[config.mk]
export PLATFORM = sky130hd
export DESIGN_NAME = min_priority_queue
export DESIGN_NICKNAME = d
export VERILOG_FILES = /design/src/hdl/mpq_pkg.sv /design/src/hdl/mpq_ram.sv /design/src/hdl/mpq_ctrl.sv /design/src/hdl/mpq_dp.sv /design/src/hdl/min_priority_queue.sv
export SDC_FILE = /design/constraint.sdc
export NUM_CORES = 2
export LEC_CHECK = 0
export BUFFER_PORTS_ARGS = -buffer_cell sky130_fd_sc_hd__buf_2
export CORE_MARGIN = 8
export CORE_UTILIZATION = 61
export DETAILED_ROUTE_END_ITERATION = 8
export HOLD_SLACK_MARGIN = 0.06
export PLACE_DENSITY = 0.77
export SLEW_MARGIN = 20
export SYNTH_ARGS = -nofsm -noshare
export SYNTH_HDL_FRONTEND = slang
export SYNTH_SLANG_ARGS = --single-unit
[constraint.sdc]
create_clock -name clk -period 5.8 [get_ports clk]
set_clock_uncertainty 0.05 [all_clocks]
set_input_delay 0.29 -clock clk [delete_from_list [all_inputs] [get_ports clk]]
set_output_delay 0.29 -clock clk [all_outputs]
set_load 0.05 [all_outputs]
[src/hdl/mpq_pkg.sv]
`timescale 1ns / 1ps
// Shared types, sizes and codes of the min priority queue.
// No dependencies; used by every module of the block but mpq_ram.
package mpq_pkg;

	localparam int CAPACITY = 64;
	localparam int ADDR_W   = $clog2(CAPACITY);
	localparam int CNT_W    = $clog2(CAPACITY + 1);
	localparam int KEY_W    = 32;
	localparam int OCC_W    = 7;

	typedef logic [1:0]              cmd_t;
	typedef logic [1:0]              stat_t;
	typedef logic signed [KEY_W-1:0] key_t;
	typedef logic [ADDR_W-1:0]       addr_t;
	typedef logic [CNT_W-1:0]        cnt_t;

	localparam cmd_t CMD_INSERT  = 2'd0;
	localparam cmd_t CMD_FIND    = 2'd1;
	localparam cmd_t CMD_EXTRACT = 2'd2;

	localparam stat_t ST_OK    = 2'd0;
	localparam stat_t ST_EMPTY = 2'd1;
	localparam stat_t ST_FULL  = 2'd2;

	// controller to datapath
	typedef struct packed {
		logic accept;
		logic scan;
		logic last_rd;
		logic last_wr;
		logic finish;
	} ctl_t;

	// datapath to controller
	typedef struct packed {
		logic needs_scan;
		logic extract;
		logic scan_done;
	} sts_t;

endpackage

[src/hdl/mpq_ram.sv]
`timescale 1ns / 1ps
// Generic single-write, single-read RAM with registered read data.
// No dependencies.
module mpq_ram #(
	parameter int WIDTH = 32,
	parameter int DEPTH = 64
) (
	input  logic                     clk,
	input  logic                     we,
	input  logic [$clog2(DEPTH)-1:0] waddr,
	input  logic [WIDTH-1:0]         wdata,
	input  logic [$clog2(DEPTH)-1:0] raddr,
	output logic [WIDTH-1:0]         rdata
);

	logic [WIDTH-1:0] mem [DEPTH];

	always_ff @(posedge clk) begin
		if (we) begin
			mem[waddr] <= wdata;
		end
		rdata <= mem[raddr];
	end

endmodule

[src/hdl/mpq_ctrl.sv]
`timescale 1ns / 1ps
// Controller of the min priority queue: sequences accept, scan, move and result.
// Depends on mpq_pkg.
module mpq_ctrl (
	input  logic          clk,
	input  logic          arst_n,
	input  logic          in_valid,
	output logic          in_ready,
	output logic          out_valid,
	input  logic          out_ready,
	input  mpq_pkg::sts_t sts,
	output mpq_pkg::ctl_t ctl
);

	localparam logic [2:0] S_IDLE    = 3'd0;
	localparam logic [2:0] S_SCAN    = 3'd1;
	localparam logic [2:0] S_LAST_RD = 3'd2;
	localparam logic [2:0] S_LAST_WR = 3'd3;
	localparam logic [2:0] S_FINISH  = 3'd4;

	logic [2:0] state_q;
	logic       out_valid_q;
	logic       out_free;

	assign out_free  = !out_valid_q || out_ready;
	assign in_ready  = (state_q == S_IDLE) && out_free;
	assign out_valid = out_valid_q;

	always_comb begin
		ctl = '0;
		ctl.accept  = in_valid && in_ready;
		ctl.scan    = (state_q == S_SCAN);
		ctl.last_rd = (state_q == S_LAST_RD);
		ctl.last_wr = (state_q == S_LAST_WR);
		ctl.finish  = (state_q == S_FINISH) && out_free;
	end

	always_ff @(posedge clk or negedge arst_n) begin
		if (!arst_n) begin
			state_q     <= S_IDLE;
			out_valid_q <= 1'b0;
		end else begin
			if ((ctl.accept && !sts.needs_scan) || ctl.finish) begin
				out_valid_q <= 1'b1;
			end else if (out_ready) begin
				out_valid_q <= 1'b0;
			end
			unique case (state_q)
				S_IDLE: begin
					if (ctl.accept && sts.needs_scan) begin
						state_q <= S_SCAN;
					end
				end
				S_SCAN: begin
					if (sts.scan_done) begin
						state_q <= sts.extract ? S_LAST_RD : S_FINISH;
					end
				end
				S_LAST_RD: state_q <= S_LAST_WR;
				S_LAST_WR: state_q <= S_FINISH;
				S_FINISH: begin
					if (ctl.finish) begin
						state_q <= S_IDLE;
					end
				end
				default: state_q <= S_IDLE;
			endcase
		end
	end

	a_scan_after_accept: assert property (@(posedge clk) disable iff (!arst_n)
		ctl.accept && sts.needs_scan |=> state_q == S_SCAN)
		else $error("scan did not start");
	a_finish_shows_result: assert property (@(posedge clk) disable iff (!arst_n)
		ctl.finish |=> out_valid_q && state_q == S_IDLE)
		else $error("finished item not presented");
	a_no_accept_busy: assert property (@(posedge clk) disable iff (!arst_n)
		state_q != S_IDLE |-> !ctl.accept)
		else $error("item accepted while busy");

endmodule

[src/hdl/mpq_dp.sv]
`timescale 1ns / 1ps
// Datapath of the min priority queue: key RAM, count, minimum scan and result register.
// Depends on mpq_pkg and mpq_ram.
module mpq_dp (
	input  logic                  clk,
	input  logic                  arst_n,
	input  mpq_pkg::cmd_t         cmd,
	input  mpq_pkg::key_t         key,
	input  mpq_pkg::ctl_t         ctl,
	output mpq_pkg::sts_t         sts,
	output mpq_pkg::key_t         min_key,
	output mpq_pkg::stat_t        status,
	output logic [mpq_pkg::OCC_W-1:0] occupancy
);

	mpq_pkg::cnt_t  cnt_q;
	mpq_pkg::cnt_t  idx_q;
	mpq_pkg::cmd_t  cmd_q;
	mpq_pkg::key_t  best_key_q;
	mpq_pkg::addr_t best_slot_q;
	mpq_pkg::addr_t rd_idx_s1;
	logic           rd_vld_s1;
	mpq_pkg::key_t  min_key_q;
	mpq_pkg::stat_t status_q;
	logic [mpq_pkg::OCC_W-1:0] occ_q;

	logic           is_ins;
	logic           is_scan_cmd;
	logic           empty;
	logic           full;
	logic           issue;
	logic           ram_we;
	mpq_pkg::addr_t ram_waddr;
	logic [mpq_pkg::KEY_W-1:0] ram_wdata;
	mpq_pkg::addr_t ram_raddr;
	logic [mpq_pkg::KEY_W-1:0] ram_rdata;
	mpq_pkg::cnt_t  cnt_dec;
	mpq_pkg::key_t  rd_key;

	assign is_ins      = (cmd == mpq_pkg::CMD_INSERT);
	assign is_scan_cmd = (cmd == mpq_pkg::CMD_FIND) || (cmd == mpq_pkg::CMD_EXTRACT);
	assign empty       = (cnt_q == '0);
	assign full        = (cnt_q >= mpq_pkg::cnt_t'(mpq_pkg::CAPACITY));
	assign issue       = ctl.scan && (idx_q < cnt_q);
	assign cnt_dec     = cnt_q - mpq_pkg::cnt_t'(1);
	assign rd_key      = $signed(ram_rdata);

	assign sts.needs_scan = is_scan_cmd && !empty;
	assign sts.extract    = (cmd_q == mpq_pkg::CMD_EXTRACT);
	assign sts.scan_done  = (idx_q >= cnt_q) && !rd_vld_s1;

	always_comb begin
		ram_we    = 1'b0;
		ram_waddr = cnt_q[mpq_pkg::ADDR_W-1:0];
		ram_wdata = key;
		if (ctl.accept && is_ins && !full) begin
			ram_we = 1'b1;
		end else if (ctl.last_wr) begin
			ram_we    = 1'b1;
			ram_waddr = best_slot_q;
			ram_wdata = ram_rdata;
		end
		ram_raddr = ctl.last_rd ? cnt_dec[mpq_pkg::ADDR_W-1:0] : idx_q[mpq_pkg::ADDR_W-1:0];
	end

	mpq_ram #(
		.WIDTH (mpq_pkg::KEY_W),
		.DEPTH (mpq_pkg::CAPACITY)
	) u_ram (
		.clk   (clk),
		.we    (ram_we),
		.waddr (ram_waddr),
		.wdata (ram_wdata),
		.raddr (ram_raddr),
		.rdata (ram_rdata)
	);

	always_ff @(posedge clk or negedge arst_n) begin
		if (!arst_n) begin
			cnt_q     <= '0;
			idx_q     <= '0;
			rd_vld_s1 <= 1'b0;
			cmd_q     <= mpq_pkg::CMD_INSERT;
		end else begin
			if (ctl.accept) begin
				cmd_q     <= cmd;
				idx_q     <= '0;
				rd_vld_s1 <= 1'b0;
				if (is_ins && !full) begin
					cnt_q <= cnt_q + mpq_pkg::cnt_t'(1);
				end
			end else begin
				rd_vld_s1 <= issue;
				if (issue) begin
					idx_q <= idx_q + mpq_pkg::cnt_t'(1);
				end
				if (ctl.last_rd) begin
					cnt_q <= cnt_dec;
				end
			end
		end
	end

	// track the running minimum; strict compare keeps the first of equal keys
	always_ff @(posedge clk) begin
		rd_idx_s1 <= idx_q[mpq_pkg::ADDR_W-1:0];
		if (rd_vld_s1 && ((rd_idx_s1 == '0) || (rd_key < best_key_q))) begin
			best_key_q  <= rd_key;
			best_slot_q <= rd_idx_s1;
		end
	end

	always_ff @(posedge clk) begin
		if (ctl.accept && !sts.needs_scan) begin
			min_key_q <= '0;
			if (is_ins && full) begin
				status_q <= mpq_pkg::ST_FULL;
				occ_q    <= mpq_pkg::OCC_W'(cnt_q);
			end else if (is_ins) begin
				status_q <= mpq_pkg::ST_OK;
				occ_q    <= mpq_pkg::OCC_W'(cnt_q + mpq_pkg::cnt_t'(1));
			end else if (is_scan_cmd) begin
				status_q <= mpq_pkg::ST_EMPTY;
				occ_q    <= mpq_pkg::OCC_W'(cnt_q);
			end else begin
				status_q <= mpq_pkg::ST_OK;
				occ_q    <= mpq_pkg::OCC_W'(cnt_q);
			end
		end else if (ctl.finish) begin
			min_key_q <= best_key_q;
			status_q  <= mpq_pkg::ST_OK;
			occ_q     <= mpq_pkg::OCC_W'(cnt_q);
		end
	end

	assign min_key   = min_key_q;
	assign status    = status_q;
	assign occupancy = occ_q;

	a_cnt_bound: assert property (@(posedge clk) disable iff (!arst_n)
		cnt_q <= mpq_pkg::cnt_t'(mpq_pkg::CAPACITY))
		else $error("count exceeds capacity");
	a_extract_dec: assert property (@(posedge clk) disable iff (!arst_n)
		ctl.last_rd |=> cnt_q == $past(cnt_q) - mpq_pkg::cnt_t'(1))
		else $error("extract did not shrink the queue");
	a_scan_in_range: assert property (@(posedge clk) disable iff (!arst_n)
		ctl.scan |-> idx_q <= cnt_q)
		else $error("scan ran past the held keys");

endmodule

[src/hdl/min_priority_queue.sv]
`timescale 1ns / 1ps
// Top level of the min priority queue of signed 32-bit keys.
// Depends on mpq_pkg, mpq_ctrl and mpq_dp.
//
// Takes one command per item: insert, find minimum or extract minimum, with one
// result item per command. Insert, a find or extract on an empty queue, and an unused
// command register their result on acceptance, without a scan. Find and extract run a
// linear scan of the key RAM through its single registered read port, followed for
// extract by moving the last key into the freed slot. Holds up to CAPACITY keys; the
// key RAM needs no clearing after reset.
module min_priority_queue (
	input  logic                  clk,
	input  logic                  arst_n,
	input  logic                  in_valid,
	output logic                  in_ready,
	input  mpq_pkg::cmd_t         cmd,
	input  mpq_pkg::key_t         key,
	output logic                  out_valid,
	input  logic                  out_ready,
	output mpq_pkg::key_t         min_key,
	output mpq_pkg::stat_t        status,
	output logic [mpq_pkg::OCC_W-1:0] occupancy
);

	mpq_pkg::ctl_t ctl;
	mpq_pkg::sts_t sts;

	mpq_ctrl u_ctrl (
		.clk       (clk),
		.arst_n    (arst_n),
		.in_valid  (in_valid),
		.in_ready  (in_ready),
		.out_valid (out_valid),
		.out_ready (out_ready),
		.sts       (sts),
		.ctl       (ctl)
	);

	mpq_dp u_dp (
		.clk       (clk),
		.arst_n    (arst_n),
		.cmd       (cmd),
		.key       (key),
		.ctl       (ctl),
		.sts       (sts),
		.min_key   (min_key),
		.status    (status),
		.occupancy (occupancy)
	);

endmodule
Word level (Yosys, flattened, before mapping)
Memories as Yosys holds them, arrays and structs flattened. A register that Yosys moved wholly into a read port is not among the register bits. Index checks and enable logic that the tools add are counted.

Register bits: 106. Bits in writable memories: 2048. Input bits: 38. Output and inout port bits: 43. Word-level logic and storage cells: 94. Memories: 1.

Memories: u_dp.u_ram.mem (words 64, width 32, rd ports 1, clocked after Yosys merged registers in 1, wr ports 1, line mpq_ram.sv:16) `logic [WIDTH-1:0] mem [DEPTH];`.

$add $sub $neg: 3. Magnitude comparators: 4. Eq/ne operators: 11. Mux-type cells: 31. Reductions and logical operators: 32.

Operator list (number): $mux W32 (2); $mux W7 (9); $lt A32 B32 Y1 (1); $mux W6 (3); $pmux W3 S5 (1); $add A7 B1 Y7 const B (2); $logic_and A1 B1 Y1 (13); $mux W3 (4); $mux W1 (8); $mux W2 (4); $reduce_bool A2 Y1 (4); $ge A7 B7 Y1 (1); $ge A7 B7 Y1 const B (1); $logic_not A7 Y1 (1); $lt A7 B7 Y1 (1); $sub A7 B1 Y7 const B (1); $eq A3 B2 Y1 const B (2); $logic_not A6 Y1 (1); $logic_not A1 Y1 (5); $eq A2 B2 Y1 const B (2); $logic_or A1 B1 Y1 (4); $ne A2 B1 Y1 const B (2); $ne A2 B2 Y1 const B (2); $eq A3 B1 Y1 const B (1); other kinds (6) (6).

Depth between registers and ports, before layout
Depth in word-level cells: 9. Depth in mapped cells: 14. Gate-level depth less buffers: 10.

By module
A second synthesis with hierarchy kept.

Cells, all modules: 3826. Area, all modules: 84015.6 um^2.

By module, submodules not included: mpq_ram (times used 1, cells each 3324, area each 78515.3 um^2, seq. area each 62139.6 um^2); mpq_dp (times used 1, cells each 474, area each 5273.8 um^2, seq. area each 2597.5 um^2); mpq_ctrl (times used 1, cells each 28, area each 226.5 um^2, seq. area each 100.1 um^2).

Worst setup path after synthesis
Ideal clock, no wire load.

Kind: reg2reg. Start point: register u_ctrl.out_valid_q (netlist: u_ctrl.out_valid). End point: memory u_dp.u_ram.mem[13][0], enable pin. Library setup time: 0.421 ns. Arrival time: 5.044 ns. Data required time: 5.329 ns. Path slack: 0.285 ns. Cell stages (with the launch flop): 9. Buffers on the path: 1. Clock period less this slack: 5.515 ns. Cell sequence: dfrtp_1 -> nor2b_1 -> nor4_1 -> and2_1 -> clkbuf_1 -> nand3_1 -> o21ai_0 -> nand2_1 -> nor2_1.

Word-level cells in the longest chain between the ends: 9. Elaborated cells between the ends (all ways): 10. Those cells by class: mux (4); reduce/logical (6).

RTL lines: start: declaration (line mpq_ctrl.sv:22) `logic out_valid_q;`; start signal: assignment (line mpq_ctrl.sv:41) `out_valid_q <= 1'b0;`; start signal: assignment (line mpq_ctrl.sv:44) `out_valid_q <= 1'b1;`; start signal: assignment (line mpq_ctrl.sv:46) `out_valid_q <= 1'b0;`; $logic_not A1 Y1 (*) (line mpq_ctrl.sv:25) `assign out_free = !out_valid_q || out_ready;`; $logic_or A1 B1 Y1 (*) (line mpq_ctrl.sv:25); $logic_and A1 B1 Y1 (*) (line mpq_ctrl.sv:26) `assign in_ready = (state_q == S_IDLE) && out_free;`; named net in_ready (line min_priority_queue.sv:15) `output logic in_ready,`; $logic_and A1 B1 Y1 (*) (line mpq_ctrl.sv:31) `ctl.accept = in_valid && in_ready;`; $logic_and A1 B1 Y1 (*) (2 in series) (line mpq_dp.sv:56) `if (ctl.accept && is_ins && !full) begin`; $mux W1 (line mpq_dp.sv:56); $mux W1 (line mpq_ram.sv:19) `if (we) begin`; $mux W1 (implied by the code) (line mpq_ram.sv:20) `mem[waddr] <= wdata;`; end: declaration (line mpq_ram.sv:16).

Mark *: on every way through the listed nets, which the timed path passes. The rest lies on a longest branch.

Worst setup path in the final report
Start point: register u_dp.cnt_q[0]. End point: register u_dp.u_ram.rdata[23] (read register of u_dp.u_ram.mem).

Word-level cells in the longest chain between the ends: 2.

RTL lines: start: declaration (line mpq_dp.sv:16) `mpq_pkg::cnt_t cnt_q;`; start signal: assignment (line mpq_dp.sv:90) `cnt_q <= cnt_q + mpq_pkg::cnt_t'(1);`; start signal: assignment (line mpq_dp.sv:98) `cnt_q <= cnt_dec;`; $sub A7 B1 Y7 (line mpq_dp.sv:45) `assign cnt_dec = cnt_q - mpq_pkg::cnt_t'(1);`; $mux W6 (line mpq_dp.sv:63) `ram_raddr = ctl.last_rd ? cnt_dec[mpq_pkg::ADDR_W-1:0] : idx_q[mpq_pkg::ADDR_W-1:0];`; end: declaration (line mpq_ram.sv:13) `output logic [WIDTH-1:0] rdata`.

No other way between the ends. A chain may end at the register's enable or synchronous reset.

==> out/metrics.yaml <==
antenna_found_initial: 10
cts_tree: "done"
n_fill_cell: 9135
cts_sinks: 2186
switching_share_pct: 40.1
avgRoutedWirePerCell_um: 27.6
required_ps: 6520
wl_met1_um: 80300
grt_max_degree: 163
ys.flop_type: "edfxtp_1"
io_buffer_count: 80
start_kind: "flop"
critPathCaptureType: "flop"
top_layer: "met5"
synth_area_leader_cell: "edfxtp_1"
synth_area_um2: 86500
async_flop_share_pct: 0.961
cpPeakStageDelay_ps: 840
tightest_slew_ps: 1220
die_width_um: 393
post-route-drc-count: 0
final_layout_size_suffix_gt1_share_pct: 10.3
ys_types: 57
nNetsFinal: 6091
synthTopCellsByCount: "edfxtp_1 (2095), nand2_1 (1094), a21oi_1 (632)"
p_leak_nw: 31.9
drt_iter0_markers: 7458
final-setup-viol-count: 0
p_switching_w: 0.0214
hp-class: "in -> reg"
avgSynthCellArea_um2: 14.5
wl_met2_um: 106000
postCtsSetupBuffers: 0
die_y_um: 393
clk_latency_ps: 860
cp_common_cell: "a21oi_1"
root_buffer: "clkbuf_16"
drt_wl_total_um: 223000
post-route-worst-setup-slack_ps: 1120
place_ws_ps: 1210
power.internal_w: 0.0320
synthesis.nets: 6050
final_antenna_net_count: 0
worstPathArrival_ps: 5400
drv_cap: 0
design.core.area_um2: 141000
ioPinCount: 81
ys_warn_count: 0
max-clock-path-buffers: 3
drt-vias-per-instance: 6.61
synth_cells: 5970
crit_type: "reg -> reg"
fin_crit_sh_pct: 80.7
slew_viol_final: 0
powerDensity_nw_per_um2: 556
p_seq_share_pct: 36.3
status: "complete, no violations"
vdd_drop_max_uv: 446
timing.final.crit_period_ps: 4680
h-tree-depth: 4
path_clk_slew_ps: 60
synth.most_common_cell: "edfxtp_1"
grt_usage_pct: 28.2
pwr-share-clk_pct: 23.9
synth_edf_count: 2095
cp_max_fo: 114
hpwlAfterDp_um: 130000
timing.hold.ws_ps: 163
utilization_pct: 68.0
relSlewSlack_pct: 18.5
rsz0062_at_grt: "false"
crit_chain: "inv_1 -> ha_1 -> mux2_8 -> buf_12 -> buf_4 -> nand2_1 -> a221oi_1 -> o21ai_0 -> o21ai_1 -> a21oi_1 -> a21oi_1"
grt_first_pass_wirelength_um: 324000
grt_pass1_vias: 50888
initial_utilization_pct: 61.2
grt-ovfl-total: 0
hold_viol_final: 0
max_freq_mhz: 214
synth_seq_cells: 2186
cts_buffers: 205
route.vias.total: 53387
ys_seq_area_share_pct: 75.0
netlist_top_cells_area: "edfxtp_1 (73%), nand2_1 (4.7%), mux2i_1 (4.5%), a221oi_1 (3.9%), a21oi_1 (3.7%)"
synth_top_area_share_pct: 72.7
rows: 138
power_frac_comb_pct: 39.8
synthToLayoutAreaGrowth_pct: 11.0
wl_met3_um: 23200
gp_congestion: 0.936
cpMaxStageDelayCell: "mux2_8"
die_area_um2: 154000
firstDrtPassIters: 8
finalSetupTns_ps: 0
p_total_w: 0.0534
## cell usage in the layout (no fill, tap or decap), types with 96 or more instances in the layout
cell and count:
a31oi_1 128, a221oi_1 384, a211oi_1 96, o21ai_0 140, buf_4 144, a21oi_1 629
mux2i_1 386, clkbuf_16 205, edfxtp_1 2095, nand3_1 143, nand2_1 1062
## layer usage
| metal | track usage [%] | up-vias |
|---|---|---|
| li1 | - | 23069 |
| met1 | 36.5 | 26492 |
| met2 | 45.0 | 3258 |
| met3 | 6.33 | 566 |
| met4 | 14.9 | 2 |
| met5 | 0 | - |
## flip-flops by register name, summed over array words and instances (netlist names), 7 cells and up
register / flops
u_dp.u_ram.mem: 2048
u_dp.best_key_q: 32
u_dp.min_key: 32
u_dp.u_ram.rdata: 32
u_dp.cnt_q: 7
u_dp.idx_q: 7
u_dp.occupancy: 7
## timing repair
action,4_1_cts,5_1_grt
hold buffers,10,0
setup endpoints to repair,0,0
gates resized for setup,0,0
hold endpoints to repair,79,0
## stage by stage
step	instances	instance area [µm²]
after floorplan	5970	86500
after global placement	7680	89500
after detailed placement	7680	89500
after CTS	8071	95900
after global routing	8075	96100
final	8077	96100
## cell families after synthesis
kind of cell,after synthesis,share of synthesized area [%]
compound gates,1423,10.5
xor+xnor,16,0.162
buf+inv,475,2.58
flops,2186,75.0
mux,390,4.52
simple gates,1438,6.69
fa+ha+maj,42,0.608
## power groups by stage
stage	logic, W	clock network [W]	registers (W)
final	0.0213	0.0128	0.0194
after floorplan	0.0134	0	0.0198
after global placement	0.0202	0	0.0197
after detailed placement	0.0207	0	0.0197
after CTS	0.0209	0.0128	0.0194
after global routing	0.0225	0.0134	0.0194
## final cells by class
type | count | area (µm²) | area share (%)
antenna | 2 | 5.00 | 0.00521
inverter | 45 | 169 | 0.176
timing repair buffer | 264 | 2210 | 2.31
multi-input combinational | 3309 | 20100 | 20.9
clock inverter | 104 | 883 | 0.920
sequential | 2186 | 64800 | 67.5
clock buffer | 277 | 5460 | 5.68
tap | 1890 | 2360 | 2.46
## path summary, 6_finish.rpt
check | from | endpoint | slack [ps] | cells past startpoint
min | key[27] | u_dp.u_ram.mem[12][27] | 160 | 3
max reg2reg | u_dp.cnt_q[0] | u_dp.u_ram.rdata[23] | 1120 | 11
min reg2reg | u_dp.min_key[3] | u_dp.min_key[3] | 400 | 2
max | u_dp.cnt_q[0] | u_dp.u_ram.rdata[23] | 1120 | 11
min in group asynchronous | arst_n | u_dp.idx_q[0] | 470 | 4
max in group asynchronous | arst_n | u_dp.cnt_q[4] | 5060 | 4
## worst max-delay path, delay by kind of cell (launching register included)
family / cells / cell delay [ps]
AOI/OAI and AO/OA: 5 / 1650
buffers and inverters: 3 / 850
and+or+nand+nor: 1 / 110
DFF: 1 / 600
adders and majority gates: 1 / 470
muxes: 1 / 840
Note: power is estimated with default switching activity, not from simulation.
